--- src/hdl/cpcr_pkg.sv ---
// Shared types, constants and helpers for the circle pair collision core.
// No dependencies.
`default_nettype none

package cpcr_pkg;

    localparam int FRAC_BITS = 16;
    localparam int DAMP_BITS = 16;
    localparam logic [16:0] DAMP_RESET = 17'd65536;

    // Squared distance below 1e-5 counts as coincident centres
    localparam logic [64:0] EPS_D2 =
        65'(((65'd1 << (2 * FRAC_BITS)) + 65'd99999) / 65'd100000);

    localparam int QDEPTH = 8;
    localparam int QAW    = $clog2(QDEPTH);
    localparam int QCW    = $clog2(QDEPTH + 1);

    localparam int DIV_STEPS = 34;
    localparam int DIV_DW    = 64;
    localparam int DIV_NW    = DIV_DW + DIV_STEPS;
    localparam int SQRT_STEPS = 32;

    typedef struct packed {
        logic               hit;
        logic signed [31:0] p1x;
        logic signed [31:0] p1y;
        logic signed [31:0] v1x;
        logic signed [31:0] v1y;
        logic signed [31:0] p2x;
        logic signed [31:0] p2y;
        logic signed [31:0] v2x;
        logic signed [31:0] v2y;
        logic [31:0]        ax;
        logic [31:0]        ay;
        logic               sdx;
        logic               sdy;
        logic [63:0]        d2;
        logic [31:0]        rs;
    } pair_t;

    typedef struct packed {
        logic signed [31:0] vx1;
        logic signed [31:0] vy1;
        logic signed [31:0] vx2;
        logic signed [31:0] vy2;
    } vel4_t;

    typedef struct packed {
        logic               hit;
        logic signed [31:0] p1x;
        logic signed [31:0] p1y;
        logic signed [31:0] v1x;
        logic signed [31:0] v1y;
        logic signed [31:0] p2x;
        logic signed [31:0] p2y;
        logic signed [31:0] v2x;
        logic signed [31:0] v2y;
    } res_t;

    function automatic logic signed [31:0] sat32(input logic signed [39:0] v);
        if (v > 40'sd2147483647) begin
            return 32'sh7fffffff;
        end
        else if (v < -40'sd2147483648) begin
            return 32'sh80000000;
        end
        else begin
            return v[31:0];
        end
    endfunction

endpackage

`default_nettype wire

--- src/hdl/cpcr_fifo.sv ---
// Short queue between the front end and the back end.
// Depends on cpcr_pkg; admission credit upstream prevents overflow.
`default_nettype none

module cpcr_fifo (
    input  wire logic            clk,
    input  wire logic            rst_n,
    input  wire logic            push,
    input  cpcr_pkg::pair_t      din,
    input  wire logic            pop,
    output cpcr_pkg::pair_t      dout,
    output logic                 empty
);

    cpcr_pkg::pair_t              mem_reg [cpcr_pkg::QDEPTH];
    logic [cpcr_pkg::QAW-1:0]     wr_ptr_reg, rd_ptr_reg;
    logic [cpcr_pkg::QCW-1:0]     cnt_reg;

    always_ff @(posedge clk or negedge rst_n)
    begin
        if (!rst_n)
        begin
            wr_ptr_reg <= '0;
            rd_ptr_reg <= '0;
            cnt_reg    <= '0;
        end
        else
        begin
            if (push) begin
                wr_ptr_reg <= wr_ptr_reg + 1'b1;
            end
            if (pop) begin
                rd_ptr_reg <= rd_ptr_reg + 1'b1;
            end
            if (push && !pop) begin
                cnt_reg <= cnt_reg + 1'b1;
            end
            else if (!push && pop) begin
                cnt_reg <= cnt_reg - 1'b1;
            end
        end
    end

    always_ff @(posedge clk)
    begin
        if (push) begin
            mem_reg[wr_ptr_reg] <= din;
        end
    end

    assign dout  = mem_reg[rd_ptr_reg];
    assign empty = (cnt_reg == '0);

endmodule

`default_nettype wire

--- config.mk ---
export PLATFORM = sky130hd
export DESIGN_NAME = cpcr_fifo
export DESIGN_NICKNAME = d
export VERILOG_FILES = /design/src/hdl/cpcr_pkg.sv /design/src/hdl/cpcr_fifo.sv
export SDC_FILE = /design/constraint.sdc
export NUM_CORES = 2
export LEC_CHECK = 0
export BUFFER_PORTS_ARGS = -buffer_cell sky130_fd_sc_hd__clkbuf_2
export CORE_MARGIN = 2
export CORE_UTILIZATION = 25
export DETAILED_ROUTE_END_ITERATION = 16
export GPL_TIMING_DRIVEN = 0
export PLACE_DENSITY = 0.38
export SLEW_MARGIN = 20
export SYNTH_ARGS = -nofsm -noshare
export SYNTH_HDL_FRONTEND = slang
export SYNTH_SLANG_ARGS = --single-unit
export TNS_END_PERCENT = 30
--- constraint.sdc ---
create_clock -name clk -period 48.6 [get_ports clk]
set_clock_uncertainty 0.15 [all_clocks]
set_input_delay 4.86 -clock clk [delete_from_list [all_inputs] [get_ports clk]]
set_output_delay 4.86 -clock clk [all_outputs]
set_load 0.02 [all_outputs]
* Word-level counts from Yosys, hierarchy flattened
Memory sizes are Yosys's and may differ from the RTL's. Cells that the tools add are included. W data, S select, Z words.
Word-level totals: bits of input ports 423, memories kept 1, output and inout port bits 420, flip-flop bits (word level) 10, word-level logic and storage cells 18, memory bits (writable) 3352
Memory list:
- mem_reg | depth 8, bits a word 419, read ports 1, clocked after Yosys merged registers in 0, wr ports 1, line cpcr_fifo.sv:15 | cpcr_pkg::pair_t mem_reg [cpcr_pkg::QDEPTH];
Cells by class: reductions and logical operators 6, muxes and demuxes 4, add/sub/neg operators 4
Operators by type and width (count):
- $mux W4 | 2
- $add A3 B1 Y3 const B | 2
- $add A4 B1 Y4 const B | 1
- $logic_not A4 Y1 | 1
- $sub A4 B1 Y4 const B | 1
- $logic_and A1 B1 Y1 | 2
- $logic_not A1 Y1 | 2
- $mux W1 | 2
- $reduce_bool A2 Y1 | 1

* Longest topological paths before layout
word-level depth 4, depth in mapped cells 7

* Worst setup path before layout
Ideal clock, no wire load.
path type input-to-reg, start point in push, end point mem mem_reg[0][0] (netlist name), enable pin, library setup time 1714 ps, path slack 13641 ps, arrival 33095 ps, cell stages on the path 2, data required time 46736 ps, path through nand2b_1 > nor3_1
On the way: longest elaborated chain between the ends 2
RTL lines:
- start, declared | line cpcr_fifo.sv:8 | input wire logic push,
- $mux W1 | line cpcr_fifo.sv:46 | if (push) begin
- $mux W1 (implied by the code) | line cpcr_fifo.sv:47 | mem_reg[wr_ptr_reg] <= din;
- end, declared | line cpcr_fifo.sv:15
No other way between the ends.

==> out/results.ini <==
[hold_path]
worst_hold_path_type = reg2reg

[placed_design]
placedCellCount = 12770
detail_placement_hpwl_um = 256000
globalplace.congestion = 0.6983
placement_setup_slack_ns = 39.83
placed_area_um2 = 144600
io_buffers = 842

[sta]
post-route-worst-setup-slack_ns = 39.07
finalSetupViolations = 0
period_share_pct = 19.61
rsz0062_at_grt = no
clock.fmax_mhz = 104.9
relSlewSlack_pct = 27.84
fin_tns_setup_ns = 0
finalHoldViolCount = 0
finalMaxSlewViolations = 0
worstMarginPinSlew_ns = 1.082
layout_min_cycle_time_ns = 9.530

[pwr]
power_density_nw_per_um2 = 64.23
worst_ir_drop_vdd_mv = 0.02979
total_leakage_power_nw = 50.64
total_power_mw = 10.09

[global_route]
groute.layer.met2.usage_pct = 23.97
number_of_global_route_vias_before_repair = 62280
groute.usage.overall_pct = 14.10
antenna_violations_before_repair = 159
globalRoute.totalOverflow = 0
globalRouteMet3Util_pct = 3.765
grt_max_degree = 19
global_route.usage.met1_pct = 17.54
top_usage_layer = met2
grt_first_pass_wirelength_um = 507300

[floorplan]
initial_core_util_pct = 25.12
design.die.area_um2 = 510100
rows = 260
io_pins = 843
floorplan.die.height_um = 714.2
fp.coreArea_um2 = 502000
dieWidth_um = 714.2

[cts]
htree_num_levels = 5
cts_inserted_buffers = 389
clock_insertion_delay_worst_skew_ns = 0.98
tritoncts = done
clkSinkCount = 3362
post-cts-setup-buffers = 0
clockBufferDepth = 4
path_clk_slew_ns = 0.06
clk_root_buffer_cell = clkbuf_16
cts_resized = 0
postCtsHoldBufs = 0

[logic_synthesis]
syn_avg_cell_area_um2 = 25.73
post_synth_and_or_nand_nor_area_fraction_pct = 0.09228
synth_xor_xnor_area_share_pct = 0.04167
number_of_synthesized_register_bits = 3362
synth_top_cell_area_share_pct = 79.82
synthesis.instances = 4901
synthesis.area_um2 = 126100
mappedNetlistNets = 5330
synth_compound_gate_area_share_pct = 0.03274
synth_top_family_by_area = multiplexers
synth_mux_area_share_pct = 18.74
yosys_warnings = 0
synth_sequential_area_ratio_pct = 80.02
ys_top_cells_by_area = edfxtp_1 80%, mux4_2 15%, mux2_2 3.8%, buf_4 0.48%, clkbuf_1 0.22%
synth_fa_ha_area_share_pct = 0.06549
library_cell_occupying_the_most_area_in_the_post_synthesis_netlist = edfxtp_1
yosysUniqueCellTypes = 28

[finish]
syn_to_final_growth_pct = 24.58
largest_reg_flops = 3352
finalInstanceArea_um2 = 157100
mostFrequentLayoutCell = edfxtp_1
layout_common_cells = 3,352 x edfxtp_1, 848 x clkbuf_2, 838 x mux4_2, 422 x mux2_2, 392 x clkbuf_16
fill_cells = 48020
num-nets-final = 6913
finish.cell_count_without_fillers = 13520
post_route_cells_drive_above_1_share_pct = 45.73

[route]
antenna_left = 0
first_iter_violations = 4121
dr_total_vias = 58000
detail_route.wl_per_cell_um = 27.17
route.final.wire_length_um = 367300
vias_per_cell = 4.291
detailed_router_iteration_count_before_antenna_repair = 7
drc_markers = 0

[outcome]
outcome = finished, final reports clean

[setup_path]
worst_path_most_repeated_cell = buf_2
crit_chain = buf_2 > buf_2 > buf_1 > mux4_2 > mux2_2 > clkbuf_2
worst-setup-path-type = reg2out
worst-path-max-fanout = 10
timing.critical_path.slowest_cell_delay_ns = 0.87
cp_data_required_time_ns = 43.59
critical_path.n_buffers_inverters = 4
critical_path.top_delay_family = buffers and inverters
setup.worst_path.start_class = register
critical_path.endpoint_type = primary output
critPathArrivalTime_ns = 4.52
cp_slowest_cell = buf_1

[run]
timing.max_cap.violations = 0

[final timing paths]
| check | start | to | slack [ns] | cells past startpoint |
|---|---|---|---|---|
| worst min register to register | cnt_reg[2] | cnt_reg[2] | 0.42 | 2 |
| worst max register to register | wr_ptr_reg[1] | mem_reg[0][268] | 44.57 | 14 |
| max in group asynchronous | rst_n | rd_ptr_reg[0] | 44.45 | 1 |
| worst max-delay path | rd_ptr_reg[1] | dout[237] | 39.07 | 6 |
| min in group asynchronous | rst_n | cnt_reg[3] | 3.61 | 1 |
| worst min-delay path | cnt_reg[2] | cnt_reg[2] | 0.42 | 2 |
[layout make-up]
| class | instances | area, um2 | share of cell area, % |
|---|---|---|---|
| Sequential cell | 3362 | 100900 | 64.23 |
| Multi-Input combinational cell | 1303 | 23980 | 15.27 |
| Clock buffer | 472 | 10110 | 6.435 |
| Timing Repair Buffer | 1192 | 10030 | 6.383 |
| Tap cell | 6681 | 8359 | 5.321 |
| Clock inverter | 234 | 2337 | 1.488 |
| Buffer | 234 | 1269 | 0.8076 |
| Antenna cell | 38 | 95.09 | 0.06053 |
| Inverter | 2 | 7.507 | 0.004779 |
[worst reg2reg max path, delay by kind of cell, from the launching register on]
family        cells  cell delay [ns]
buf+inv          12             2.27
flops             1             0.41
simple gates      2             0.84
[cells by family (layout without fill, tap and decap cells)]
logic type,count (synthesis),in the layout
buffers and inverters,236,2134
multiplexers,1261,1261
flip-flops,3362,3362
AND/OR/NAND/NOR,24,24
XOR/XNOR,6,6
other,0,38
adder cells (fa/ha/maj),6,6
AO/OA/AOI/OAI,6,6
[through the flow]
step	util [%]	hold slack [ns]
6_report	31.30	0.4191
2_1_floorplan	-	0.3291
5_1_grt	31.28	0.4463
3_3_place_gp	27.63	0.3698
4_1_cts	31.28	0.4139
3_5_place_dp	28.80	0.3920
[cells in the mapped netlist, drive strengths merged]
cell type     n
nand2b        3
o211ai        2
nor2          6
ha            5
inv           2
nand2         6
or3           1
xnor2         4
nand3         2
o21ai         1
fa            1
nor4          1
a2111o        1
edfxtp     3352
mux2        422
nand3b        1
nor3          3
mux4        838
or4           1
xor2          2
a21oi         2
mux2i         1
buf         161
clkbuf       73
dfrtp        10
[report_power, final]
group / leakage (nW) / switching [mW] / total, mW / internal, mW
registers: 30.6 / 0.0713 / 3.70 / 3.63
clock network: 6.05 / 1.20 / 2.85 / 1.65
logic: 14.0 / 2.11 / 3.54 / 1.43
total: 50.6 / 3.38 / 10.1 / 6.71
[routing by layer]
| metal | vias to the layer above | share of wire (%) |
|---|---|---|
| met4 | 72 | 3.0 |
| met2 | 1392 | 50 |
| li1 | 24560 | - |
| met5 | - | 0.12 |
| met3 | 643 | 6.2 |
| met1 | 31340 | 41 |
No activity file was read; power rests on OpenSTA's default activity.
